$ cat config.mk
export PLATFORM = sky130hd
export DESIGN_NAME = stag_cfg
export DESIGN_NICKNAME = d
export VERILOG_FILES = /design/src/rtl/strided_tensor_address_gen_macros.svh /design/src/rtl/stag_pkg.sv /design/src/rtl/stag_cfg.sv
export SDC_FILE = /design/constraint.sdc
export NUM_CORES = 2
export LEC_CHECK = 0
export BUFFER_PORTS_ARGS = -buffer_cell sky130_fd_sc_hd__buf_2
export CORE_ASPECT_RATIO = 1.5
export CORE_MARGIN = 2
export CORE_UTILIZATION = 34
export CTS_CLUSTER_DIAMETER = 150
export DETAILED_ROUTE_END_ITERATION = 12
export PLACE_DENSITY = 0.56
export SKIP_LAST_GASP = 1
export SYNTH_ARGS = -nofsm -noshare
export SYNTH_HDL_FRONTEND = slang
export SYNTH_SLANG_ARGS = --single-unit
$ cat constraint.sdc
create_clock -name i_clk -period 7.5 [get_ports i_clk]
set_clock_uncertainty 0.15 [all_clocks]
set_input_delay 0 -clock i_clk [delete_from_list [all_inputs] [get_ports i_clk]]
set_output_delay 0 -clock i_clk [all_outputs]
set_load 0.005 [all_outputs]
$ cat src/rtl/strided_tensor_address_gen_macros.svh
// Assertion macros shared by the strided tensor address generator.
`ifndef STRIDED_TENSOR_ADDRESS_GEN_MACROS_SVH
`define STRIDED_TENSOR_ADDRESS_GEN_MACROS_SVH

// Condition must hold in the same cycle as the trigger.
`define STAG_ASSERT_NOW(lbl, clk, rst_n, ante, cons) \
    lbl: assert property (@(posedge clk) disable iff (!rst_n) (ante) |-> (cons)) \
        else $error("address generator check failed");

// Condition must hold in the cycle after the trigger.
`define STAG_ASSERT_NEXT(lbl, clk, rst_n, ante, cons) \
    lbl: assert property (@(posedge clk) disable iff (!rst_n) (ante) |=> (cons)) \
        else $error("address generator check failed");

`endif

$ cat src/rtl/stag_pkg.sv
// Shared widths, register codes and types of the strided tensor address generator.
`default_nettype none

package stag_pkg;

    localparam int unsigned IDX_W        = 32;
    localparam int unsigned SZ_W         = 16;
    localparam int unsigned STRIDE_W     = 32;
    localparam int unsigned PROD_W       = SZ_W + STRIDE_W;
    localparam int unsigned OFF_W        = 50;
    localparam int unsigned BYTE_W       = 53;
    localparam int unsigned REG_DIMS     = 4;
    localparam int unsigned SIZES_W      = REG_DIMS * SZ_W;
    localparam int unsigned CNT_W        = 3;
    localparam int unsigned ESL_W        = 2;
    localparam int unsigned CFG_DATA_W   = 64;
    localparam int unsigned CFG_IDX_W    = 3;
    localparam int unsigned DIV_BITS     = 4;
    localparam int unsigned DIV_STAGES   = IDX_W / DIV_BITS;
    localparam int unsigned DEF_MAX_DIMS = 4;

    localparam logic [CFG_IDX_W-1:0] REG_DIM_COUNT = 3'd0;
    localparam logic [CFG_IDX_W-1:0] REG_DIM_SIZES = 3'd1;
    localparam logic [CFG_IDX_W-1:0] REG_STRIDE0   = 3'd2;
    localparam logic [CFG_IDX_W-1:0] REG_STRIDE1   = 3'd3;
    localparam logic [CFG_IDX_W-1:0] REG_STRIDE2   = 3'd4;
    localparam logic [CFG_IDX_W-1:0] REG_STRIDE3   = 3'd5;
    localparam logic [CFG_IDX_W-1:0] REG_ELEM_SIZE = 3'd6;

    localparam logic [ESL_W-1:0] ESL_RESET = 2'd2;

    typedef struct packed {
        logic [IDX_W-1:0] word;
        logic [SZ_W-1:0]  rem;
        logic [OFF_W-1:0] off;
    } t_item;

    typedef struct packed {
        logic [OFF_W-1:0]  elem_off;
        logic [BYTE_W-1:0] byte_off;
        logic              oor;
        logic              dense;
    } t_res;

    typedef struct packed {
        logic [CNT_W-1:0]                    dim_n;
        logic [SIZES_W-1:0]                  sizes;
        logic [REG_DIMS-1:0][STRIDE_W-1:0]   strides;
        logic [ESL_W-1:0]                    esl;
        logic                                dense;
        logic                                zero;
    } t_cfg;

endpackage

`default_nettype wire

$ cat src/rtl/stag_cfg.sv
// Configuration registers with the derived dense-stride and zero-size flags.
`default_nettype none

module stag_cfg #(
    parameter int unsigned DIMS = stag_pkg::DEF_MAX_DIMS
) (
    input  wire logic                             i_clk,
    input  wire logic                             i_rst_n,
    input  wire logic                             i_cfg_we,
    input  wire logic [stag_pkg::CFG_IDX_W-1:0]   i_cfg_index,
    input  wire logic [stag_pkg::CFG_DATA_W-1:0]  i_cfg_data,
    output stag_pkg::t_cfg                        o_cfg
);

    logic [stag_pkg::CNT_W-1:0]                                 r_dim_count;
    logic [stag_pkg::SIZES_W-1:0]                               r_sizes;
    logic [stag_pkg::REG_DIMS-1:0][stag_pkg::STRIDE_W-1:0]      r_strides;
    logic [stag_pkg::ESL_W-1:0]                                 r_esl;
    logic [stag_pkg::SZ_W-1:0]                                  r_e2;
    logic [2*stag_pkg::SZ_W-1:0]                                r_e1;
    logic [stag_pkg::PROD_W-1:0]                                r_e0;
    logic                                                       r_dense;
    logic                                                       r_zero;
    logic [stag_pkg::CNT_W-1:0]                                 dim_n;
    logic [stag_pkg::REG_DIMS-1:0][stag_pkg::SZ_W-1:0]          sz_eff;
    logic [stag_pkg::REG_DIMS-1:0][stag_pkg::PROD_W-1:0]        expect_stride;
    logic                                                       n_dense;
    logic                                                       n_zero;

    always_ff @(posedge i_clk) begin
        if (!i_rst_n) begin
            r_dim_count <= '0;
            r_sizes     <= '0;
            r_strides   <= '0;
            r_esl       <= stag_pkg::ESL_RESET;
        end else if (i_cfg_we) begin
            unique case (i_cfg_index)
                stag_pkg::REG_DIM_COUNT: r_dim_count <= i_cfg_data[stag_pkg::CNT_W-1:0];
                stag_pkg::REG_DIM_SIZES: r_sizes <= i_cfg_data[stag_pkg::SIZES_W-1:0];
                stag_pkg::REG_STRIDE0:   r_strides[0] <= i_cfg_data[stag_pkg::STRIDE_W-1:0];
                stag_pkg::REG_STRIDE1:   r_strides[1] <= i_cfg_data[stag_pkg::STRIDE_W-1:0];
                stag_pkg::REG_STRIDE2:   r_strides[2] <= i_cfg_data[stag_pkg::STRIDE_W-1:0];
                stag_pkg::REG_STRIDE3:   r_strides[3] <= i_cfg_data[stag_pkg::STRIDE_W-1:0];
                stag_pkg::REG_ELEM_SIZE: r_esl <= i_cfg_data[stag_pkg::ESL_W-1:0];
                default: ;
            endcase
        end
    end

    assign dim_n = (r_dim_count > stag_pkg::CNT_W'(DIMS)) ? stag_pkg::CNT_W'(DIMS)
                                                           : r_dim_count;

    // Unused dimensions count as size one so the running products skip them.
    always_comb begin
        for (int d = 0; d < stag_pkg::REG_DIMS; d++) begin
            sz_eff[d] = (stag_pkg::CNT_W'(d) < dim_n) ? r_sizes[d*stag_pkg::SZ_W +: stag_pkg::SZ_W]
                                                      : stag_pkg::SZ_W'(1);
        end
    end

    // The expected strides are registered through r_e2, r_e1 and r_e0, and the flags after them.
    always_ff @(posedge i_clk) begin
        if (!i_rst_n) begin
            r_e2    <= '0;
            r_e1    <= '0;
            r_e0    <= '0;
            r_dense <= 1'b1;
            r_zero  <= 1'b0;
        end else begin
            r_e2    <= sz_eff[3];
            r_e1    <= r_e2 * sz_eff[2];
            r_e0    <= r_e1 * sz_eff[1];
            r_dense <= n_dense;
            r_zero  <= n_zero;
        end
    end

    assign expect_stride[3] = stag_pkg::PROD_W'(1);
    assign expect_stride[2] = stag_pkg::PROD_W'(r_e2);
    assign expect_stride[1] = stag_pkg::PROD_W'(r_e1);
    assign expect_stride[0] = r_e0;

    always_comb begin
        n_dense = 1'b1;
        n_zero  = 1'b0;
        for (int d = 0; d < stag_pkg::REG_DIMS; d++) begin
            if (stag_pkg::CNT_W'(d) < dim_n) begin
                if (stag_pkg::PROD_W'(r_strides[d]) != expect_stride[d]) begin
                    n_dense = 1'b0;
                end
                if (sz_eff[d] == '0) begin
                    n_zero = 1'b1;
                end
            end
        end
    end

    assign o_cfg.dim_n   = dim_n;
    assign o_cfg.sizes   = r_sizes;
    assign o_cfg.strides = r_strides;
    assign o_cfg.esl     = r_esl;
    assign o_cfg.dense   = r_dense;
    assign o_cfg.zero    = r_zero;

endmodule

`default_nettype wire

==> results.md <==
* Status: completed
* Worst skew pair latency at a little over 600 ps
* Max cap viols at 0
* Setup TNS Final at 0 ps
* Remaining global-route overflow at 0
* Post-route DRC at 0
* CTS tree: yes
* HP Start: i_cfg_data[58]
* VDD IR max at ~0.22 mV
* Syn nets at a little over 5,000
* Avg Cell Area, Syn at 8.61 µm²
* Post-route cell area at a little over 0.04 mm²
* Netlist cell types at 72
* WP data required at 7840 ps
* Final period util at a little over nine tenths
* Die width at between 200 and 300 µm
* Clk buf depth at 3
* Critical-path cell list: nor2_2 -> buf_12 -> nor2b_4 -> nand2_1 -> fa_1 -> inv_1 -> fa_1 -> fa_1 -> fa_1 -> fa_1 -> inv_1 -> fa_1 -> inv_1 -> ha_1 -> nand2_1 -> nor2_4 -> nand3_2 -> a211oi_4 -> o22ai_2 -> o31a_1 -> or3_4 -> and3_4 -> o21a_1
* Placer Congestion at approximately 0.94
* Post-synth top area cell: fa_1
* Vias per inst at just under 5
* Synth Flop Type: dfxtp_1
* Reg2Reg Launch Point: r_dim_count[1]
* Met1 GRT Util at 24.2%
* Nets@finish at around 5,400
* # port buffers at about 270
* Leak at just over 20 nW
* Wire length per cell at about 21 µm
* Ys async rst share at 0%
* # fillers at 10,863
* Count leader, synth: nand2_1
* Synth top area share at between 30 and 40%
* Final Non-Filler Cells at between 5,000 and 6,000
* Iter 0 DRT Violations at about 1,700
* Total GRT Usage at 22.7%
* Worst Hold Class: in2reg
* Dpl cell area at just under 0.04 mm²
* Critical Path End Type: register
* Headroom to the max-slew limit at around 19%
* Detail Route Antenna Nets at 0
* Synth cell count leaders: nand2_1 (925), inv_1 (705), fa_1 (612)
* Hold WS at roughly 37 ps
* Critical Path Source: r_dim_count[1]
* Max stage delay on crit path at 550 ps
* Cell count after placement at roughly 5,700
* CP most frequent cell: fa_1
* Synth area leaders: fa_1 (34%), dfxtp_1 (16%), nand2_1 (9.6%)
* Worst Path Buf+Inv at 4
* Most Crowded Layer GR: met2
* Vias in the first global route at ~32,000
* Kind of start point of the critical path: register
* Clock-pin slew on the worst setup and hold paths at roughly 70 ps
* Sequential fraction of the synthesis area at 16.4%
* Met2 usage at between 40% and 50%
* Share of layout cells above drive strength 1 at a little under an eighth
* Final hold violations at 0
* Drt first pass iters at 8
* Die span in y at just over 400 µm
* Sink Count at about 300
* Via count at between 20,000 and 30,000
* Global-route wire length before repair at 189,000 µm
* CP arrival at about 7700 ps
* Area Growth Syn to Fin at 14.7%
* Final slew viol count at 0
* Die ar. at between 0.1 and 0.15 mm²
* Crit-path slowest cell: fa_1
* Pin count of the biggest net entering global routing at 132
* Post-Synthesis Cells at about 4,200
* Root Buffer: clkbuf_16
* Critical path fanouts, max at 18
* Final setup fails at 0
* Crit path time final at ~7300 ps
* DP HPWL at about 100,000 µm
* Fmax achieved at 137 MHz
* Core Region at between 0.1 and 0.15 mm²
* Met3 layer usage reported by global route at 3.09%
* Warnings from Yosys at 0
* Ports at 269
* Post-synth EDFFs at 0
* Initial antenna violation count at 1
* Top cell family by delay on the critical path: adder cells
* Site Rows at ~150
* Num CTS Buffers at 29
* #FFs+latches synth at 295
* Initial Util at 34.2%
* Slew @ Worst Pin at around 1200 ps
* WL final at 123,000 µm
* Kind of critical path: reg2reg
* Power density over the cells at 83.2 mW/mm²
* Reg2reg setup slack at 180 ps
* Post-Syn Area at approximately 0.036 mm²
* H-tree levels at 1
[per-stage QoR]
step | setup WS, ps | utilization [%] | power, mW
after global placement | 48.1 | 37.5 | 1.89
after global routing | -4.51 | 39.2 | 3.54
after detailed placement | -48.2 | 37.5 | 1.89
final | 183 | 39.3 | 3.44
after CTS | 63.3 | 39.2 | 3.46
after floorplan | 528 | - | 1.75
[report_power, final]
| part | switching, mW | internal [mW] | leakage, nW | total [mW] |
|---|---|---|---|---|
| logic | 0.158 | 0.109 | 17.6 | 0.267 |
| clock network | 0.683 | 0.864 | 0.477 | 1.55 |
| registers | 0.0327 | 1.59 | 2.38 | 1.62 |
[sequential cells by signal (all words and copies together) (netlist names)]
register,count
r_esl,2
r_sizes,64
r_e0,48
r_e1,32
r_e2,16
r_dense,1
r_dim_count,3
r_zero,1
o_cfg,128
[kinds of logic after synthesis]
kind of cell / synth area share [%]
buffers and inverters: 10.0
muxes: 0.306
and+or+nand+nor: 19.8
adders and majority gates: 41.8
xor gates and xnor gates: 3.46
AOI/OAI and AO/OA: 8.24
DFF: 16.4
[final timing paths]
kind	to	cells after the start
setup / recovery	r_e0[43]	23
hold / removal	r_sizes[58]	4
setup reg to reg	r_e0[43]	23
hold reg to reg	o_cfg[129]	2
[final cells by class]
cell class                      instances  area [µm²]  share of cell area [%]
Antenna cell                            1        2.50                 0.00606
Inverter                              705        2650                    6.41
Tap cell                             1406        1760                    4.26
Timing Repair Buffer                  497        3440                    8.32
Sequential cell                       295        5910                    14.3
Clock buffer                           44         862                    2.09
Multi-Input combinational cell       2928       26600                    64.3
Clock inverter                          8         115                   0.279
[repair_timing]
action	4_1_cts	5_1_grt
resized for setup	1	8
setup buffers	0	2
endpoints found under the setup margin	5	17
hold buffers	87	0
pin swaps	0	3
endpoints found under the hold margin	231	0
[layout by cell type, fill, tap and decap left out, types with 29 or more instances in the layout]
| cell type | n |
|---|---|
| nor2_1 | 34 |
| nand2_1 | 924 |
| and2_1 | 242 |
| nand4_1 | 35 |
| and3_1 | 133 |
| xnor2_1 | 90 |
| dlygate4sd3_1 | 87 |
| clkbuf_16 | 29 |
| a21o_1 | 43 |
| a21oi_1 | 77 |
| buf_2 | 267 |
| ha_1 | 224 |
| xor2_1 | 52 |
| buf_4 | 130 |
| o21ai_0 | 30 |
| fa_1 | 612 |
| inv_1 | 705 |
| a21boi_0 | 195 |
| nor4_1 | 36 |
| dfxtp_1 | 293 |
[worst register-to-register path: stages (launching register included)]
cell,delay [ps]
dfxtp_1,440
nor2_2,80
buf_12,170
nor2b_4,520
nand2_1,170
fa_1,550
inv_1,50
fa_1,550
fa_1,450
fa_1,480
fa_1,510
inv_1,60
fa_1,500
inv_1,50
ha_1,400
nand2_1,130
nor2_4,190
nand3_2,200
a211oi_4,360
o22ai_2,130
o31a_1,360
or3_4,370
and3_4,190
o21a_1,160
[per-layer routing]
| layer | vias to the layer above | share of wire, % |
|---|---|---|
| met5 | - | 0.0057 |
| met4 | 2 | 6.1 |
| met3 | 326 | 4.7 |
| met2 | 915 | 53 |
| met1 | 14681 | 36 |
| li1 | 13284 | - |
No activity file was read; power rests on OpenSTA's default activity.
