==> config.mk <==
export PLATFORM = sky130hd
export DESIGN_NAME = stag_dim_unit
export DESIGN_NICKNAME = d
export VERILOG_FILES = /design/src/rtl/strided_tensor_address_gen_macros.svh /design/src/rtl/stag_pkg.sv /design/src/rtl/stag_div_stage.sv /design/src/rtl/stag_dim_unit.sv
export SDC_FILE = /design/constraint.sdc
export NUM_CORES = 2
export LEC_CHECK = 0
export BUFFER_PORTS_ARGS = -buffer_cell sky130_fd_sc_hd__buf_4
export CAP_MARGIN = 20
export CORE_MARGIN = 5
export CORE_UTILIZATION = 42
export CTS_BUF_LIST = sky130_fd_sc_hd__clkbuf_8
export DETAILED_ROUTE_END_ITERATION = 16
export PLACE_DENSITY_LB_ADDON = 0.2
export SLEW_MARGIN = 20
export SYNTH_ARGS = -nofsm -noshare
export SYNTH_HDL_FRONTEND = slang
export SYNTH_SLANG_ARGS = --single-unit
==> constraint.sdc <==
create_clock -name i_clk -period 34.2 [get_ports i_clk]
set_input_delay 3.42 -clock i_clk [delete_from_list [all_inputs] [get_ports i_clk]]
set_output_delay 3.42 -clock i_clk [all_outputs]
set_load 0.01 [all_outputs]
==> src/rtl/strided_tensor_address_gen_macros.svh <==
// Assertion macros shared by the strided tensor address generator.
`ifndef STRIDED_TENSOR_ADDRESS_GEN_MACROS_SVH
`define STRIDED_TENSOR_ADDRESS_GEN_MACROS_SVH

// Condition must hold in the same cycle as the trigger.
`define STAG_ASSERT_NOW(lbl, clk, rst_n, ante, cons) \
    lbl: assert property (@(posedge clk) disable iff (!rst_n) (ante) |-> (cons)) \
        else $error("address generator check failed");

// Condition must hold in the cycle after the trigger.
`define STAG_ASSERT_NEXT(lbl, clk, rst_n, ante, cons) \
    lbl: assert property (@(posedge clk) disable iff (!rst_n) (ante) |=> (cons)) \
        else $error("address generator check failed");

`endif

==> src/rtl/stag_pkg.sv <==
// Shared widths, register codes and types of the strided tensor address generator.
`default_nettype none

package stag_pkg;

    localparam int unsigned IDX_W        = 32;
    localparam int unsigned SZ_W         = 16;
    localparam int unsigned STRIDE_W     = 32;
    localparam int unsigned PROD_W       = SZ_W + STRIDE_W;
    localparam int unsigned OFF_W        = 50;
    localparam int unsigned BYTE_W       = 53;
    localparam int unsigned REG_DIMS     = 4;
    localparam int unsigned SIZES_W      = REG_DIMS * SZ_W;
    localparam int unsigned CNT_W        = 3;
    localparam int unsigned ESL_W        = 2;
    localparam int unsigned CFG_DATA_W   = 64;
    localparam int unsigned CFG_IDX_W    = 3;
    localparam int unsigned DIV_BITS     = 4;
    localparam int unsigned DIV_STAGES   = IDX_W / DIV_BITS;
    localparam int unsigned DEF_MAX_DIMS = 4;

    localparam logic [CFG_IDX_W-1:0] REG_DIM_COUNT = 3'd0;
    localparam logic [CFG_IDX_W-1:0] REG_DIM_SIZES = 3'd1;
    localparam logic [CFG_IDX_W-1:0] REG_STRIDE0   = 3'd2;
    localparam logic [CFG_IDX_W-1:0] REG_STRIDE1   = 3'd3;
    localparam logic [CFG_IDX_W-1:0] REG_STRIDE2   = 3'd4;
    localparam logic [CFG_IDX_W-1:0] REG_STRIDE3   = 3'd5;
    localparam logic [CFG_IDX_W-1:0] REG_ELEM_SIZE = 3'd6;

    localparam logic [ESL_W-1:0] ESL_RESET = 2'd2;

    typedef struct packed {
        logic [IDX_W-1:0] word;
        logic [SZ_W-1:0]  rem;
        logic [OFF_W-1:0] off;
    } t_item;

    typedef struct packed {
        logic [OFF_W-1:0]  elem_off;
        logic [BYTE_W-1:0] byte_off;
        logic              oor;
        logic              dense;
    } t_res;

    typedef struct packed {
        logic [CNT_W-1:0]                    dim_n;
        logic [SIZES_W-1:0]                  sizes;
        logic [REG_DIMS-1:0][STRIDE_W-1:0]   strides;
        logic [ESL_W-1:0]                    esl;
        logic                                dense;
        logic                                zero;
    } t_cfg;

endpackage

`default_nettype wire

==> src/rtl/stag_div_stage.sv <==
// One registered step of the divider: several quotient bits of restoring division.
`default_nettype none

module stag_div_stage (
    input  wire logic                        i_clk,
    input  wire logic                        i_rst_n,
    input  wire logic                        i_en,
    input  wire logic                        i_valid,
    input  wire stag_pkg::t_item             i_item,
    input  wire logic [stag_pkg::SZ_W-1:0]   i_divisor,
    output logic                             o_valid,
    output stag_pkg::t_item                  o_item
);

    logic                          r_valid;
    stag_pkg::t_item               r_item;
    stag_pkg::t_item               n_item;
    logic [stag_pkg::IDX_W-1:0]    word;
    logic [stag_pkg::SZ_W:0]       trial;
    logic [stag_pkg::SZ_W-1:0]     rem;

    // The quotient bits shift in at the bottom as the dividend shifts out at the top.
    always_comb begin
        word  = i_item.word;
        rem   = i_item.rem;
        trial = '0;
        for (int s = 0; s < stag_pkg::DIV_BITS; s++) begin
            trial = {rem, word[stag_pkg::IDX_W-1]};
            word  = {word[stag_pkg::IDX_W-2:0], 1'b0};
            if (trial >= {1'b0, i_divisor}) begin
                trial   = trial - {1'b0, i_divisor};
                word[0] = 1'b1;
            end
            rem = trial[stag_pkg::SZ_W-1:0];
        end
        n_item      = i_item;
        n_item.word = word;
        n_item.rem  = rem;
    end

    always_ff @(posedge i_clk) begin
        if (!i_rst_n) begin
            r_valid <= 1'b0;
        end else if (i_en) begin
            r_valid <= i_valid;
        end
    end

    always_ff @(posedge i_clk) begin
        if (i_en) begin
            r_item <= n_item;
        end
    end

    assign o_valid = r_valid;
    assign o_item  = r_item;

endmodule

`default_nettype wire

==> src/rtl/stag_dim_unit.sv <==
// One dimension: divide by its size, multiply the coordinate by its stride, accumulate.
`default_nettype none

module stag_dim_unit (
    input  wire logic                           i_clk,
    input  wire logic                           i_rst_n,
    input  wire logic                           i_en,
    input  wire logic                           i_valid,
    input  wire stag_pkg::t_item                i_item,
    input  wire logic [stag_pkg::SZ_W-1:0]      i_divisor,
    input  wire logic [stag_pkg::STRIDE_W-1:0]  i_stride,
    output logic                                o_valid,
    output stag_pkg::t_item                     o_item
);

    logic                               div_valid [stag_pkg::DIV_STAGES+1];
    stag_pkg::t_item                    div_item  [stag_pkg::DIV_STAGES+1];
    logic                               r_m_valid;
    stag_pkg::t_item                    r_m_item;
    logic [stag_pkg::PROD_W-1:0]        r_prod;
    logic                               r_a_valid;
    stag_pkg::t_item                    r_a_item;

    assign div_valid[0] = i_valid;
    assign div_item[0]  = i_item;

    for (genvar g = 0; g < stag_pkg::DIV_STAGES; g++) begin : g_div
        stag_div_stage u_div (
            .i_clk     (i_clk),
            .i_rst_n   (i_rst_n),
            .i_en      (i_en),
            .i_valid   (div_valid[g]),
            .i_item    (div_item[g]),
            .i_divisor (i_divisor),
            .o_valid   (div_valid[g+1]),
            .o_item    (div_item[g+1])
        );
    end

    always_ff @(posedge i_clk) begin
        if (!i_rst_n) begin
            r_m_valid <= 1'b0;
            r_a_valid <= 1'b0;
        end else if (i_en) begin
            r_m_valid <= div_valid[stag_pkg::DIV_STAGES];
            r_a_valid <= r_m_valid;
        end
    end

    // The remainder is the coordinate; an unused dimension divides by one and adds nothing.
    always_ff @(posedge i_clk) begin
        if (i_en) begin
            r_m_item      <= div_item[stag_pkg::DIV_STAGES];
            r_prod        <= div_item[stag_pkg::DIV_STAGES].rem * i_stride;
            r_a_item.word <= r_m_item.word;
            r_a_item.rem  <= '0;
            r_a_item.off  <= r_m_item.off + stag_pkg::OFF_W'(r_prod);
        end
    end

    assign o_valid = r_a_valid;
    assign o_item  = r_a_item;

endmodule

`default_nettype wire

==> flow_summary_export.csv <==
group,metric,value,unit
cts,cts_max_level,4,
sta,relSlewSlack,30.03,%
finish,nNetsFinal,8538,
setup_path,r2r-start,"g_div[6].u_div.o_item[50]",
cts,root_buffer,"clkbuf_8",
global_route,grt_start_max_net_pins,89,
finish,area_growth_syn_to_layout,10.52,%
global_route,antenna_found_initial,5,
setup_path,reg2reg_depth,45,
setup_path,cp.required,34.90,ns
floorplan,ioPinCount,249,
synth,ys_types,98,
sta,tns,0,ns
detailed_routing,dr.pass1.iters,5,
sta,fmax,64.50,MHz
sta,worstMarginPinSlew,1.050,ns
floorplan,rows,156,
sta,finalSetupViolCount,0,
detailed_routing,post_drt_wl_per_cell,19.54,um
floorplan,coreArea,0.1805,mm^2
place,io_buffers,232,
synth,synth_compound_area_share,12.66,%
synth,synth_top_family_by_area,"adder cells",
setup_path,slowest_delay,0.57,ns
synth,syn_avg_cell_area,10.98,um^2
synth,synth_edf_count,996,
finish,seqCellArea,0.03011,mm^2
synth,ys_warn_count,0,
detailed_routing,vias_per_cell,5.454,
finish,drive_above_1_share,11.64,%
global_route,grt_pass1_vias,53330,
setup_path,criticalPathCategory,"input pin to register",
detailed_routing,totalWireLength,190900,um
synth,yosys.area_share.simple,10.94,%
synth,ys_ff_latch,1006,
synth,synth_cells,6930,
detailed_routing,vias,53270,
hold_path,worst_hold_path.endpoint,"r_m_item[83]",
cts,clkTransAtPathRegs,0.06,ns
place,dpl.hpwl,138000,um
floorplan,die_w,435.7,um
synth,syn_area,0.07612,mm^2
run_status,outcome,"finished clean",
detailed_routing,antenna_left,0,
setup_path,reg2reg_to,"g_div[7].u_div.o_item[53]",
finish,fillers,16620,
setup_path,critPathMaxFanout,21,
finish,multiInputGateArea,0.04299,mm^2
synth,synth_xor_xnor_area_share,5.247,%
cts,cts_buffers,175,
setup_path,critPathArrivalTime,16.21,ns
global_route,gr-total-overflow,0,
cts,clk_latency,0.97,ns
floorplan,start_util,42.16,%
setup_path,crit_path_end_kind,"register",
place,gp_congestion,0.8956,
cts,cts_setup_buffers,0,
detailed_routing,drcViolationCount,0,
cts,cts_tree,"yes",
cts,cts.path.max_buffers,3,
sta,min_period_over_period,45.34,%
setup_path,crit_start,"i_divisor[1]",
sta,period_needed,15.51,ns
hold_path,min_from,"g_div[7].u_div.o_item[83]",
synth,synth_flop_cell,"edfxtp_1",
setup_path,critical_path.most_common_cell,"o21ai_0",
run,maxCapViolCount,0,
floorplan,die_h,435.7,um
synth,yosysSeqAreaShare,39.56,%
sta,hold_violations,0,
hold_path,holdPathStages,0,
hold_path,hold_class,"register to register",
setup_path,slowest_stage,"o21ai_0",
sta,slew_violations,0,
cts,post_cts_hold_buffer_count,0,
global_route,track_usage,19.70,%
synth,ys_async_sr_fraction,0,%
floorplan,dieArea,0.1898,mm^2
sta,clock-skew-final,0.07117,ns
setup_path,ff2ff_setup_slack,21.96,ns
cts,clock_sinks,1006,
synth,synth.area.mux_share,4.471,%
detailed_routing,initialDrtViolationCount,3331,
cts,post_cts_resized,0,
synth,synth_fa_ha_area_share,23.04,%
global_route,grt_pass1_wl,296500,um
setup_path,cp-start-kind,"input pin",
sta,rsz0062_at_grt,"false",
-- stage by stage --
stage / std cells / util (%) / hold slack (ns) / area, um^2 / worst slack, ns
after floorplan: 6945 / - / 0.4003 / 76170 / 18.76
after global placement: 9449 / 44.71 / 0.4006 / 80710 / 17.96
after detailed placement: 9450 / 44.71 / 0.4045 / 80730 / 17.75
after CTS: 9758 / 46.58 / 0.3703 / 84100 / 18.82
after global routing: 9767 / 46.59 / 0.3901 / 84130 / 17.70
final: 9767 / 46.59 / 0.3818 / 84130 / 18.70
-- kinds of logic after synthesis --
family                   after synthesis
multiplexers                         304
AO/OA/AOI/OAI                       1475
other                                  1
adder cells (fa/ha/maj)             1131
AND/OR/NAND/NOR                     1757
flip-flops                          1006
XOR/XNOR                             456
buffers and inverters                800
-- sequential cells by signal (all words and copies together), names as in the netlist --
name and flops:
r_m_item 82, r_m_valid 1, o_item 82, g_div.u_div.o_item 784, r_prod 48, o_valid 1, g_div.u_div.o_valid 8
-- per-layer routing --
metal | track usage, % | vias to the layer above | share of wire [%]
met5 | 0 | - | 0.0058
met4 | 6.900 | 2 | 3.2
met3 | 2.730 | 346 | 4.7
met2 | 33.82 | 1309 | 49
met1 | 25.58 | 26120 | 43
li1 | - | 25490 | -
-- how the worst max path moves through the flow --
| stage | to | slack (ns) | cells after the start |
|---|---|---|---|
| 3_5_place_dp | g_div[4].u_div.o_item[62] | 17.75 | 48 |
| 5_1_grt | g_div[7].u_div.o_item[60] | 17.70 | 48 |
| 2_1_floorplan | g_div[6].u_div.o_item[57] | 18.76 | 52 |
| 6_report | g_div[4].u_div.o_item[58] | 18.70 | 48 |
| 4_1_cts | g_div[4].u_div.o_item[62] | 18.82 | 48 |
| 3_3_place_gp | g_div[4].u_div.o_item[59] | 17.96 | 48 |
-- Yosys cell counts, types with 87 or more instances --
master / count / share of area (%)
edfxtp_1: 996 / 39
nand2_1: 681 / 3.4
ha_1: 680 / 11
inv_1: 628 / 3.1
fa_1: 451 / 12
a21oi_1: 400 / 2.6
nor2_1: 355 / 1.8
o21ai_0: 322 / 2.1
xnor2_1: 297 / 3.4
mux2_2: 244 / 3.6
a21o_1: 218 / 2.2
xor2_1: 159 / 1.8
and2_1: 154 / 1.3
clkbuf_1: 123 / 0.61
o21a_1: 110 / 1.1
nor2b_1: 107 / 0.88
nand4_1: 91 / 0.75
nor3_1: 87 / 0.57
-- critical path, delay by kind of cell --
kind	cells	cell delay [ns]
buffers and inverters	7	2.17
adder cells (fa/ha/maj)	4	1.27
multiplexers	2	0.76
AND/OR/NAND/NOR	7	1.42
AO/OA/AOI/OAI	28	7.07
-- layout make-up --
type                            count  area share, %
Multi-Input combinational cell   5139          51.10
Sequential cell                  1006          35.79
Tap cell                         2370          3.525
Clock buffer                      179          2.928
Inverter                          633          2.824
Timing Repair Buffer              302          2.728
Clock inverter                    129          1.081
Antenna cell                        9        0.02677
-- cells in the final DEF (no fill, tap or decap), types with 16 or more instances in the layout --
| cell type | Yosys | routed |
|---|---|---|
| buf_4 | 20 | 298 |
| nor2b_1 | 107 | 107 |
| ha_1 | 680 | 680 |
| o21a_1 | 110 | 110 |
| o21bai_1 | 55 | 54 |
| edfxtp_1 | 996 | 996 |
| o211ai_1 | 27 | 27 |
| a211oi_1 | 36 | 36 |
| a21o_1 | 218 | 218 |
| nor3_1 | 87 | 87 |
| or3_1 | 28 | 28 |
| o31a_1 | 23 | 23 |
| nor4_1 | 23 | 23 |
| clkbuf_8 | 0 | 179 |
| and2_1 | 154 | 154 |
| nand4_1 | 91 | 91 |
| mux2i_1 | 43 | 43 |
| nand2_1 | 681 | 681 |
| or2_2 | 23 | 23 |
| o31ai_1 | 26 | 26 |
| a31oi_1 | 34 | 34 |
| clkinv_1 | 0 | 37 |
| conb_1 | 1 | 16 |
| o21ai_0 | 322 | 322 |
| nor2_1 | 355 | 355 |
| inv_2 | 5 | 20 |
| fa_1 | 451 | 451 |
| inv_1 | 628 | 663 |
| a21oi_1 | 400 | 400 |
| nand3_1 | 70 | 70 |
| xor2_1 | 159 | 159 |
| nand2b_1 | 70 | 70 |
| and3_1 | 30 | 30 |
| xnor2_1 | 297 | 297 |
| mux2_2 | 244 | 244 |
Power is left out: the tool's default activity adds up to more than one toggle a clock period on the data nets, which glitch-free logic cannot reach.
