## src/rtl/strided_tensor_address_gen_macros.svh

```systemverilog
// Assertion macros shared by the strided tensor address generator.
`ifndef STRIDED_TENSOR_ADDRESS_GEN_MACROS_SVH
`define STRIDED_TENSOR_ADDRESS_GEN_MACROS_SVH

// Condition must hold in the same cycle as the trigger.
`define STAG_ASSERT_NOW(lbl, clk, rst_n, ante, cons) \
    lbl: assert property (@(posedge clk) disable iff (!rst_n) (ante) |-> (cons)) \
        else $error("address generator check failed");

// Condition must hold in the cycle after the trigger.
`define STAG_ASSERT_NEXT(lbl, clk, rst_n, ante, cons) \
    lbl: assert property (@(posedge clk) disable iff (!rst_n) (ante) |=> (cons)) \
        else $error("address generator check failed");

`endif

```

## src/rtl/stag_pkg.sv

```systemverilog
// Shared widths, register codes and types of the strided tensor address generator.
`default_nettype none

package stag_pkg;

    localparam int unsigned IDX_W        = 32;
    localparam int unsigned SZ_W         = 16;
    localparam int unsigned STRIDE_W     = 32;
    localparam int unsigned PROD_W       = SZ_W + STRIDE_W;
    localparam int unsigned OFF_W        = 50;
    localparam int unsigned BYTE_W       = 53;
    localparam int unsigned REG_DIMS     = 4;
    localparam int unsigned SIZES_W      = REG_DIMS * SZ_W;
    localparam int unsigned CNT_W        = 3;
    localparam int unsigned ESL_W        = 2;
    localparam int unsigned CFG_DATA_W   = 64;
    localparam int unsigned CFG_IDX_W    = 3;
    localparam int unsigned DIV_BITS     = 4;
    localparam int unsigned DIV_STAGES   = IDX_W / DIV_BITS;
    localparam int unsigned DEF_MAX_DIMS = 4;

    localparam logic [CFG_IDX_W-1:0] REG_DIM_COUNT = 3'd0;
    localparam logic [CFG_IDX_W-1:0] REG_DIM_SIZES = 3'd1;
    localparam logic [CFG_IDX_W-1:0] REG_STRIDE0   = 3'd2;
    localparam logic [CFG_IDX_W-1:0] REG_STRIDE1   = 3'd3;
    localparam logic [CFG_IDX_W-1:0] REG_STRIDE2   = 3'd4;
    localparam logic [CFG_IDX_W-1:0] REG_STRIDE3   = 3'd5;
    localparam logic [CFG_IDX_W-1:0] REG_ELEM_SIZE = 3'd6;

    localparam logic [ESL_W-1:0] ESL_RESET = 2'd2;

    typedef struct packed {
        logic [IDX_W-1:0] word;
        logic [SZ_W-1:0]  rem;
        logic [OFF_W-1:0] off;
    } t_item;

    typedef struct packed {
        logic [OFF_W-1:0]  elem_off;
        logic [BYTE_W-1:0] byte_off;
        logic              oor;
        logic              dense;
    } t_res;

    typedef struct packed {
        logic [CNT_W-1:0]                    dim_n;
        logic [SIZES_W-1:0]                  sizes;
        logic [REG_DIMS-1:0][STRIDE_W-1:0]   strides;
        logic [ESL_W-1:0]                    esl;
        logic                                dense;
        logic                                zero;
    } t_cfg;

endpackage

`default_nettype wire

```

## src/rtl/stag_out_buf.sv

```systemverilog
// Two-entry result buffer that decouples the pipeline from the receiver's stall.
`default_nettype none

`include "strided_tensor_address_gen_macros.svh"

module stag_out_buf (
    input  wire logic            i_clk,
    input  wire logic            i_rst_n,
    input  wire logic            i_push,
    input  wire stag_pkg::t_res  i_res,
    input  wire logic            i_stall,
    output logic                 o_ready,
    output logic                 o_valid,
    output stag_pkg::t_res       o_res
);

    logic [1:0]      r_cnt;
    stag_pkg::t_res  r_head;
    stag_pkg::t_res  r_tail;
    logic            pop;

    assign pop     = (r_cnt != 2'd0) && !i_stall;
    assign o_ready = (r_cnt != 2'd2);
    assign o_valid = (r_cnt != 2'd0);
    assign o_res   = r_head;

    always_ff @(posedge i_clk) begin
        if (!i_rst_n) begin
            r_cnt <= 2'd0;
        end else if (i_push && !pop) begin
            r_cnt <= r_cnt + 2'd1;
        end else if (pop && !i_push) begin
            r_cnt <= r_cnt - 2'd1;
        end
    end

    always_ff @(posedge i_clk) begin
        if (pop) begin
            r_head <= (r_cnt == 2'd2) ? r_tail : i_res;
        end else if (i_push && r_cnt == 2'd0) begin
            r_head <= i_res;
        end
        if (i_push && ((r_cnt == 2'd1 && !pop) || r_cnt == 2'd2)) begin
            r_tail <= i_res;
        end
    end

    `STAG_ASSERT_NOW(a_no_push_when_full, i_clk, i_rst_n, r_cnt == 2'd2, !i_push)

endmodule

`default_nettype wire

```

## config.mk

```make
export PLATFORM = sky130hd
export DESIGN_NAME = stag_out_buf
export DESIGN_NICKNAME = d
export VERILOG_FILES = /design/src/rtl/stag_pkg.sv /design/src/rtl/stag_out_buf.sv
export VERILOG_INCLUDE_DIRS = /design/src /design/src/rtl
export SDC_FILE = /design/constraint.sdc
export NUM_CORES = 1
export LEC_CHECK = 0
export BUFFER_PORTS_ARGS = -buffer_cell sky130_fd_sc_hd__buf_2
export CORE_MARGIN = 4
export CORE_UTILIZATION = 40
export CTS_BUF_LIST = sky130_fd_sc_hd__clkbuf_4 sky130_fd_sc_hd__clkbuf_8 sky130_fd_sc_hd__clkbuf_16
export CTS_CLUSTER_DIAMETER = 100
export CTS_CLUSTER_SIZE = 10
export DETAILED_ROUTE_END_ITERATION = 6
export GPL_ROUTABILITY_DRIVEN = 0
export GPL_TIMING_DRIVEN = 1
export MAX_ROUTING_LAYER = met4
export PLACE_DENSITY = 0.63
export SKIP_LAST_GASP = 1
export SYNTH_ARGS = -nofsm -noshare
export SYNTH_HDL_FRONTEND = slang
export SYNTH_SLANG_ARGS = --single-unit
```

## constraint.sdc

```tcl
create_clock -name i_clk -period 9.9 [get_ports i_clk]
set_input_delay 0.495 -clock i_clk [delete_from_list [all_inputs] [get_ports i_clk]]
set_output_delay 0.495 -clock i_clk [all_outputs]
set_load 0.01 [all_outputs]
```

==> results of run 1 <==
-- worst max-delay path by stage --
stage	endpoint	cells after the start	slack, ns
global route	o_res[16]	6	6.74
global placement	o_res[0]	6	6.99
detailed placement	o_res[18]	6	6.91
finish	o_res[9]	6	6.99
floorplan	r_tail[0]	4	0.87
CTS	o_res[94]	6	6.91
-- cells in the mapped netlist --
| cell type | n | area, sq um |
|---|---|---|
| sky130_fd_sc_hd__edfxtp_1 | 210 | 6310 |
| sky130_fd_sc_hd__mux2_2 | 55 | 619 |
| sky130_fd_sc_hd__mux2_1 | 50 | 563 |
| sky130_fd_sc_hd__buf_2 | 5 | 25.0 |
| sky130_fd_sc_hd__buf_6 | 5 | 56.3 |
| sky130_fd_sc_hd__ha_1 | 4 | 50.1 |
| sky130_fd_sc_hd__inv_1 | 4 | 15.0 |
| sky130_fd_sc_hd__dfxtp_1 | 2 | 40.0 |
| sky130_fd_sc_hd__o21ai_0 | 2 | 10.0 |
| sky130_fd_sc_hd__a21boi_0 | 1 | 7.51 |
| sky130_fd_sc_hd__a21oi_1 | 1 | 5.00 |
| sky130_fd_sc_hd__and2_1 | 1 | 6.26 |
| sky130_fd_sc_hd__buf_4 | 1 | 7.51 |
| sky130_fd_sc_hd__nand2b_1 | 1 | 6.26 |
| sky130_fd_sc_hd__nand3_1 | 1 | 5.00 |
| sky130_fd_sc_hd__nor2b_1 | 1 | 6.26 |
| sky130_fd_sc_hd__nor3b_2 | 1 | 12.5 |
| sky130_fd_sc_hd__or2_2 | 1 | 6.26 |
| sky130_fd_sc_hd__xnor2_1 | 1 | 8.76 |
| sky130_fd_sc_hd__xor2_1 | 1 | 8.76 |
-- power by group --
part	leakage, nW	internal [mW]	switching [mW]
Clock	0.359	0.486	0.316
Sequential	2.02	1.36	0.0673
Combinational	1.35	0.199	0.394
-- layer usage --
metal	wire [um]	vias to the layer above	track usage
li1	-	1858	-
met1	6610	2010	0.179
met2	7270	164	0.227
met3	1050	27	0.0321
met4	283	0	0.0415
met5	0	-	-
-- cell type report --
type                       instances  area, sq um
inverter                           4         15.0
clock inverter                     1         8.76
antenna                            2         5.00
timing repair buffer             221         1120
tap                              260          325
clock buffer                      35          701
sequential                       212         6350
fill                            1588         9030
multi-input combinational        121         1340
-- cell families (layout without fill, tap and decap cells) --
family | Yosys count | in the layout
flip-flops | 212 | 212
multiplexers | 105 | 105
buffers and inverters | 15 | 261
AND/OR/NAND/NOR | 6 | 6
adder cells (fa/ha/maj) | 4 | 4
AO/OA/AOI/OAI | 4 | 4
XOR/XNOR | 2 | 2
other | 0 | 2
-- flip-flops by register name, indices dropped and copies added (netlist names) --
| signal | cells |
|---|---|
| o_res | 105 |
| r_tail | 105 |
| r_cnt | 2 |
-- per-stage QoR --
| stage | power (mW) | hold slack [ns] | utilization | area, sq um | setup slack, ns |
|---|---|---|---|---|---|
| finish | 2.82 | 0.184 | 0.522 | 9870 | 6.99 |
| global route | 2.97 | 0.160 | 0.522 | 9870 | 6.74 |
| CTS | 2.87 | 0.161 | 0.522 | 9860 | 6.91 |
| detailed placement | 2.06 | 0.518 | 0.484 | 9150 | 6.91 |
| global placement | 2.04 | 0.479 | 0.484 | 9150 | 6.99 |
| floorplan | 1.84 | 0.466 | - | 7760 | 0.870 |
-- critical path: cells and delay by family, from the launching register on --
family                     cells  cell delay [ns]
adders and majority gates      1             0.27
buffers and inverters          3             1.35
DFF                            1             0.37
muxes                          1             0.42
and+or+nand+nor                1             0.20
==> metrics, run 1 <==
final count of negative-setup-slack endpoints=0; end point of the most critical hold path=r_tail[88]; post-synthesis cell type count=20; post-cts gate resize count=0; clock buffer count from CTS=25; number of standard cells in the layout, taps in and fillers out=856; # Max-Cap Violations=0; syn_nets=461; worst min-delay path category=primary input to flip-flop; cell chosen for the clock root=sky130_fd_sc_hd__clkbuf_16; hold violation total from the final report=0; Worst setup SP type=flip-flop; violation count after the first detailed-route iteration=170; global-route wire length before repair=23.8 mm; dominant combinational cell family by area after synthesis=multiplexers; power density cells=286 mW/mm^2; gate count of the mapped netlist=348; aggregate global-route resource usage=0.140; floorplan die width=147 um; clock tree from TritonCTS=done; status=complete, no violations; Initial Util=0.411; Die Area=0.0217 sq mm; Critical Path RT=10.14 ns; crit path max-delay cell type=sky130_fd_sc_hd__buf_4; Period minus WS final=2.91 ns; critical path start-end classification=flip-flop to flip-flop; Final Skew=0.0110 ns; Yosys warnings=0; synthesis-to-finish area growth=27.1%; iteration count of the initial detailed-routing pass=4; kind of end point of the critical path=flip-flop; setup repair after global routing missed its margin=no; setup TNS=0 ns; number of nets in the finished design=698; count of port buffers added during placement=215; depth of the worst register-to-register path=6; placeable core region=0.0189 sq mm; Compound-Gate Fraction of Synth Area=0.00290; number of routed nets with antenna violations=0; leakage dissipation=3.72 nW; CP Max Fanout=55; insertion delay to the later sink of the worst-skew pair=0.49 ns; share of synthesized cell area in and, or, nand and nor gates=0.00548; Post-Synth XOR/XNOR Area=0.00226; count of H-tree levels built during CTS=1; largest incremental delay on the critical path=0.71 ns; post-CTS setup-driven buffer insertion count=0; sequential share of the synthesized area=0.817; Mean Syn Cell Area=22.3 sq um; R2R Path End=o_res[9]; final routed wire length divided by cell count=17.8 um; most used cells in the layout excluding fill and tap cells=sky130_fd_sc_hd__buf_2, sky130_fd_sc_hd__edfxtp_1, sky130_fd_sc_hd__mux2_2; setup slack of the worst register-to-register path=6.99 ns; CTS clk-pin slew, worst paths=0.06 ns; number of placed cells counting well taps=818; Core Rows=50; Total Routed Length=15.2 mm; die boundary height=147 um; multiplexer share of the synthesized area=0.152; critical-path cell list=inv_1, ha_1, nor3b_4, buf_4, buf_4, mux2_2; worst-case headroom to the max-slew limit=0.501; worst vdd rail ir drop=190 uV; largest net degree at the start of global routing=56; DP HPWL=9.94 mm; cell occurring most often along the worst timing path=sky130_fd_sc_hd__buf_4; sink count of the clock tree=212; drt drc=0; Hold Path Stages=1; Min-Delay Startpoint=i_res[88]; Vias/cell=4.74; origin of the worst setup path=r_cnt[0]; Post-Synthesis Cell Area=0.00776 sq mm; I/O pin total=216; global route overflow=0; worst slew pin tran=0.749 ns; Crit path arrival time=3.15 ns; fraction of final layout cells with drive strength greater than 1=0.532; hold buffers post-CTS=0; maximum achievable frequency=344 MHz; launch point of the worst reg-to-reg path=r_cnt[0]; Max Slew Vio Count=0; final period utilization=0.294; total of flip-flops plus latches after synthesis=212; antenna violations before repair=2; share of synthesized cell area in full adder, half adder and majority cells=0.00645; Max Root-Sink Buffers=3; most frequent standard cell in the layout excluding fill and tap cells=sky130_fd_sc_hd__buf_2; number of global-route vias before repair=4433; total via count after detailed routing=4059
(Power assumes the default switching activity.)
==> inputs of run 2 (changes only) <==
- clock period: 9.9 -> 2.75 ns (I/O delays scaled with it)
==> run 2 against run 1 <==
Net effect: sequential share of layout area decreased by 6.7 points; worst hold slack got worse by 0.075 ns; critical endpoint is now o_res[51]; die area unchanged; register-to-register slack got worse by 6.2 ns; worst setup slack got worse by 6.2 ns; final area increased by 12%; non-clock buffer count increased by 106; fmax increased by 50%; flip-flop and latch count unchanged.
==> metrics, run 2 (same netlist as run 1, synthesis figures left out) <==
Critical Path RT=2.99 ns (was 10.14 ns); Period minus WS final=1.93 ns (was 2.91 ns); count of port buffers added during placement=215 (unchanged); Hold Path Stages=4 (was 1); violation count after the first detailed-route iteration=161 (was 170); I/O pin total=216 (unchanged); DP HPWL=10.3 mm (was 9.94 mm); Sw Ratio=0.281 (was 0.276); Seq. cell area=0.00635 sq mm (about the same); switching pwr=2.94 mW (was 777 uW); Initial Util=0.411 (unchanged); final count of negative-setup-slack endpoints=0 (unchanged); final routed wire length divided by cell count=18.0 um (was 17.8 um); largest incremental delay on the critical path=0.38 ns (was 0.71 ns); total via count after detailed routing=4507 (was 4059); antenna diode count=0 (was 2); critical-path cell list=inv_2, ha_4, nor3b_4, buf_12, mux2_1 (was inv_1, ha_1, nor3b_4, buf_4, buf_4, mux2_2); depth of the worst register-to-register path=5 (was 6); worst-case headroom to the max-slew limit=0.631 (was 0.501); antenna violations before repair=0 (was 2); global route overflow=0 (unchanged); clock tree from TritonCTS=done (unchanged); number of routed nets with antenna violations=0 (unchanged); # Max-Cap Violations=0 (unchanged); final period utilization=0.703 (was 0.294); number of nets in the finished design=804 (was 698); total power consumption of the routed design=10.5 mW (was 2.82 mW); Die Area=0.0217 sq mm (unchanged); placeable core region=0.0189 sq mm (unchanged); count of H-tree levels built during CTS=1 (unchanged); Final Skew=0.0149 ns (was 0.0110 ns); Vias/cell=4.69 (was 4.74); launch point of the worst reg-to-reg path=r_cnt[0] (unchanged); crit path max-delay cell type=sky130_fd_sc_hd__mux2_1 (was sky130_fd_sc_hd__buf_4); worst vdd rail ir drop=559 uV (was 190 uV); Max Root-Sink Buffers=3 (unchanged); status=complete, no violations (unchanged); sink count of the clock tree=212 (unchanged); Max Slew Vio Count=0 (unchanged); final design instance area without fill=0.0110 sq mm (was 0.00987 sq mm); share of the core filled with cells in the final layout=0.583 (was 0.522); critical path start-end classification=flip-flop to flip-flop (unchanged); CTS clk-pin slew, worst paths=0.06 ns (about the same); iteration count of the initial detailed-routing pass=6 (was 4); end point of the most critical hold path=r_cnt[1] (was r_tail[88]); setup slack after layout=0.816 ns (was 6.99 ns); setup slack of the worst register-to-register path=0.82 ns (was 6.99 ns); insertion delay to the later sink of the worst-skew pair=0.51 ns (was 0.49 ns); most used cells in the layout excluding fill and tap cells=sky130_fd_sc_hd__buf_2, sky130_fd_sc_hd__edfxtp_1, sky130_fd_sc_hd__dlygate4sd3_1 (was sky130_fd_sc_hd__buf_2, sky130_fd_sc_hd__edfxtp_1, sky130_fd_sc_hd__mux2_2); sequential share of power=0.490 (was 0.506); Core Rows=50 (unchanged); die boundary height=147 um (unchanged); floorplan die width=147 um (unchanged); number of global-route vias before repair=5046 (was 4433); Internal Power=7.55 mW (was 2.04 mW); drt drc=0 (unchanged); hold violation total from the final report=0 (unchanged); Clock power frac=0.281 (was 0.284); most frequent standard cell in the layout excluding fill and tap cells=sky130_fd_sc_hd__buf_2 (unchanged); cell area reported after detailed placement=0.00923 sq mm (was 0.00915 sq mm); cell chosen for the clock root=sky130_fd_sc_hd__clkbuf_16 (unchanged); fraction of final layout cells with drive strength greater than 1=0.461 (was 0.532); maximum achievable frequency=517 MHz (was 344 MHz); R2R Path End=o_res[51] (was o_res[9]); Min-Delay Startpoint=i_push (was i_res[88]); global-route wire length before repair=27.2 mm (was 23.8 mm); CP Max Fanout=62 (was 55); Total Routed Length=17.3 mm (was 15.2 mm); multi-input combinational cell area=0.00136 sq mm (was 0.00134 sq mm); setup repair after global routing missed its margin=no (unchanged); Crit path arrival time=2.17 ns (was 3.15 ns); post-cts gate resize count=0 (unchanged); clock buffer count from CTS=25 (unchanged); largest net degree at the start of global routing=65 (was 56); setup TNS=0 ns (unchanged); power density cells=953 mW/mm^2 (was 286 mW/mm^2); worst min-delay path category=primary input to flip-flop (unchanged); synthesis-to-finish area growth=41.8% (was 27.1%); leakage dissipation=4.19 nW (was 3.72 nW); number of placed cells counting well taps=818 (unchanged); kind of end point of the critical path=flip-flop (unchanged); aggregate global-route resource usage=0.160 (was 0.140); number of standard cells in the layout, taps in and fillers out=961 (was 856); pre-CTS worst setup slack=0.809 ns (was 6.91 ns); final-layout worst hold slack=0.109 ns (was 0.184 ns); count of fill cells added during filler insertion=1452 (was 1588); Worst setup SP type=flip-flop (unchanged); worst slew pin tran=0.554 ns (was 0.749 ns); part of the power in combinational logic=0.229 (was 0.210)
## run 2: changes by cell type in the layout (fill, tap and decap cells not counted), sizes merged
cell / delta
diode: -2
inv: +1
dlygate4sd3: +106
## run 2: routing by layer
| metal | wire length [um] | GRT usage | vias to the layer above |
|---|---|---|---|
| li1 | - | - | 2067 |
| met1 | 7250 | 0.198 | 2236 |
| met2 | 8610 | 0.270 | 174 |
| met3 | 1100 | 0.0358 | 30 |
| met4 | 361 | 0.0373 | 0 |
| met5 | 0 | - | - |
## run 2: final cells by class
type,instances,area share
multi-input cells,121,0.124
clock buffers,35,0.0636
inverters,4,0.00136
repair buffers,327,0.204
flip-flops and latches,212,0.577
well taps,260,0.0295
clock inverters,2,0.00159
## run 2: worst max path at each step
| stage | depth (start not counted) | slack [ns] | to | start |
|---|---|---|---|---|
| floorplan | 4 | -0.10 | r_tail[0] | r_cnt[1] |
| global route | 5 | 0.72 | o_res[85] | r_cnt[0] |
| global placement | 5 | 0.88 | o_res[93] | r_cnt[0] |
| detailed placement | 5 | 0.81 | o_res[101] | r_cnt[0] |
| CTS | 5 | 0.78 | o_res[49] | r_cnt[0] |
| finish | 5 | 0.82 | o_res[51] | r_cnt[0] |
## run 2: timing repair
item,CTS,global route
hold buffers,106,0
endpoints found under the hold margin,212,0
setup buffers,0,0
## run 2: power groups by stage
stage / sequential, mW / clock, mW / combinational, mW
2_1_floorplan: 5.53 / 0 / 0.898
3_3_place_gp: 5.17 / 0 / 2.29
3_5_place_dp: 5.20 / 0 / 2.32
4_1_cts: 5.15 / 3.01 / 2.46
5_1_grt: 5.23 / 3.16 / 2.61
6_report: 5.14 / 2.94 / 2.40
## run 2: critical path, delay by kind of cell (launching register included)
| kind | cells | cell delay [ns] |
|---|---|---|
| flops | 1 | 0.36 |
| buf+inv | 2 | 0.43 |
| mux | 1 | 0.38 |
| fa+ha+maj | 1 | 0.17 |
| simple gates | 1 | 0.30 |
==> inputs of run 3 (changes only) <==
- clock period: 2.75 -> 1.8 ns (I/O delays scaled with it)
==> run 3 against run 2 <==
Net effect: the run now ends with setup timing left; fmax increased by 3.4%; worst hold slack got worse by 0.029 ns; flip-flop and latch count unchanged; final area increased by 6.6%; clock power increased by 51%; largest power group unchanged; clock skew increased by 0.0051 ns; core utilization increased by 3.9 points; critical path depth increased by 1; via count increased by 2.0%; critical path type unchanged; first-iteration DRC count increased by 6.2%.
==> metrics, run 3 (same netlist as run 1, synthesis figures left out) <==
status=finished with violations (was complete, no violations); violated checks=setup timing; most used cells in the layout excluding fill and tap cells=sky130_fd_sc_hd__buf_2, sky130_fd_sc_hd__edfxtp_1, sky130_fd_sc_hd__dlygate4sd3_1 (unchanged); number of placed cells counting well taps=827 (was 818); count of H-tree levels built during CTS=1 (unchanged); Max Root-Sink Buffers=3 (unchanged); clock buffer count from CTS=25 (unchanged); violation count after the first detailed-route iteration=171 (was 161); number of routed nets with antenna violations=0 (unchanged); count of port buffers added during placement=215 (unchanged); most frequent standard cell in the layout excluding fill and tap cells=sky130_fd_sc_hd__buf_2 (unchanged); setup repair after global routing missed its margin=yes (was no); worst min-delay path category=primary input to flip-flop (unchanged); Period minus WS final=1.87 ns (was 1.93 ns); fraction of final layout cells with drive strength greater than 1=0.544 (was 0.461); share of the core filled with cells in the final layout=0.621 (was 0.583); setup slack after layout=-0.0709 ns (was 0.816 ns); antenna violations before repair=0 (unchanged); iteration count of the initial detailed-routing pass=4 (was 6); cell chosen for the clock root=sky130_fd_sc_hd__clkbuf_16 (unchanged); Total Routed Length=18.4 mm (was 17.3 mm); worst-case headroom to the max-slew limit=0.726 (was 0.631); total via count after detailed routing=4599 (was 4507); Final Skew=0.0200 ns (was 0.0149 ns); CP Max Fanout=7 (was 62); Die Area=0.0217 sq mm (unchanged); Max Slew Vio Count=0 (unchanged); final design instance area without fill=0.0117 sq mm (was 0.0110 sq mm); power density cells=1420 mW/mm^2 (was 953 mW/mm^2); final-layout worst hold slack=0.0804 ns (was 0.109 ns); global-route wire length before repair=26.4 mm (was 27.2 mm); number of standard cells in the layout, taps in and fillers out=982 (was 961); Worst setup SP type=flip-flop (unchanged); worst slew pin tran=0.411 ns (was 0.554 ns); kind of end point of the critical path=flip-flop (unchanged); leakage dissipation=4.63 nW (was 4.19 nW); Critical Path RT=2.04 ns (was 2.99 ns); # Max-Cap Violations=0 (unchanged); total power consumption of the routed design=16.6 mW (was 10.5 mW); largest net degree at the start of global routing=66 (was 65); final routed wire length divided by cell count=18.7 um (was 18.0 um); placeable core region=0.0189 sq mm (unchanged); Vias/cell=4.68 (was 4.69); aggregate global-route resource usage=0.155 (was 0.160); final period utilization=1.04 (was 0.703); pre-CTS worst setup slack=0.000665 ns (was 0.809 ns); drt drc=0 (unchanged); cell area reported after detailed placement=0.00936 sq mm (was 0.00923 sq mm); maximum achievable frequency=534 MHz (was 517 MHz); DP HPWL=10.6 mm (was 10.3 mm); antenna diode count=0 (unchanged); insertion delay to the later sink of the worst-skew pair=0.50 ns (was 0.51 ns); hold violation total from the final report=0 (unchanged); number of nets in the finished design=826 (was 804); global route overflow=0 (unchanged); clock tree from TritonCTS=done (unchanged); final count of negative-setup-slack endpoints=106 (was 0); worst vdd rail ir drop=1100 uV (was 559 uV); setup TNS=-2.35 ns (was 0 ns); CTS clk-pin slew, worst paths=0.05 ns (was 0.06 ns); synthesis-to-finish area growth=51.2% (was 41.8%); number of global-route vias before repair=5003 (was 5046); count of fill cells added during filler insertion=1386 (was 1452); Crit path arrival time=2.11 ns (was 2.17 ns); sink count of the clock tree=212 (unchanged); Core Rows=50 (unchanged); critical path start-end classification=flip-flop to flip-flop (unchanged); I/O pin total=216 (unchanged); die boundary height=147 um (unchanged); Initial Util=0.411 (unchanged); floorplan die width=147 um (unchanged)
[run 3: cell count changes in the layout (fill, tap and decap cells not counted), sizes merged]
| cell | before | now |
|---|---|---|
| buf | 221 | 236 |
| clkbuf | 35 | 41 |
[run 3: layout make-up]
class	instances	area (sq um)	share of cell area
Clock buffer	34	693	0.0590
Clock inverter	2	17.5	0.00149
Inverter	4	20.0	0.00171
Multi-Input combinational cell	121	1700	0.145
Sequential cell	212	6350	0.541
Tap cell	260	325	0.0277
Timing Repair Buffer	349	2630	0.224
[run 3: report_power, final]
part / internal (mW) / total, mW / switching (mW) / leakage [nW]
Combinational: 1.87 / 4.33 / 2.45 / 2.25
Sequential: 7.46 / 7.88 / 0.421 / 2.02
Clock: 2.66 / 4.43 / 1.77 / 0.359
Total: 12.0 / 16.6 / 4.64 / 4.63
[run 3: timing repair]
action | 4_1_cts | 5_1_grt
endpoints found under the hold margin | 212 | 0
pin swaps | 0 | 2
endpoints found under the setup margin | 23 | 85
setup buffers | 0 | 4
cloned | 0 | 9
gates resized for setup | 0 | 100
hold buffers | 106 | 0
[run 3: worst max-delay path, cell delays in order, from the launching register on]
cell and delay, ns:
sky130_fd_sc_hd__dfxtp_2 0.36, sky130_fd_sc_hd__inv_4 0.06, sky130_fd_sc_hd__ha_4 0.17, sky130_fd_sc_hd__nor3b_4 0.28, sky130_fd_sc_hd__buf_6 0.23, sky130_fd_sc_hd__clkbuf_16 0.18
sky130_fd_sc_hd__mux2_4 0.30
[run 3: worst paths after layout]
| path | depth (start not counted) | start | to | slack (ns) |
|---|---|---|---|---|
| setup / recovery | 6 | r_cnt[0] | o_res[70] | -0.07 |
| hold / removal | 4 | i_push | r_cnt[1] | 0.08 |
| hold reg to reg | 1 | r_tail[51] | o_res[51] | 0.54 |
| setup reg to reg | 6 | r_cnt[0] | o_res[70] | -0.07 |
[run 3: layer usage]
| metal | vias to the layer above | track usage | share of wire |
|---|---|---|---|
| li1 | 2108 | - | - |
| met2 | 158 | 0.267 | 0.50 |
| met5 | - | - | 0 |
| met4 | 0 | 0.0359 | 0.023 |
| met1 | 2299 | 0.185 | 0.42 |
| met3 | 34 | 0.0404 | 0.058 |
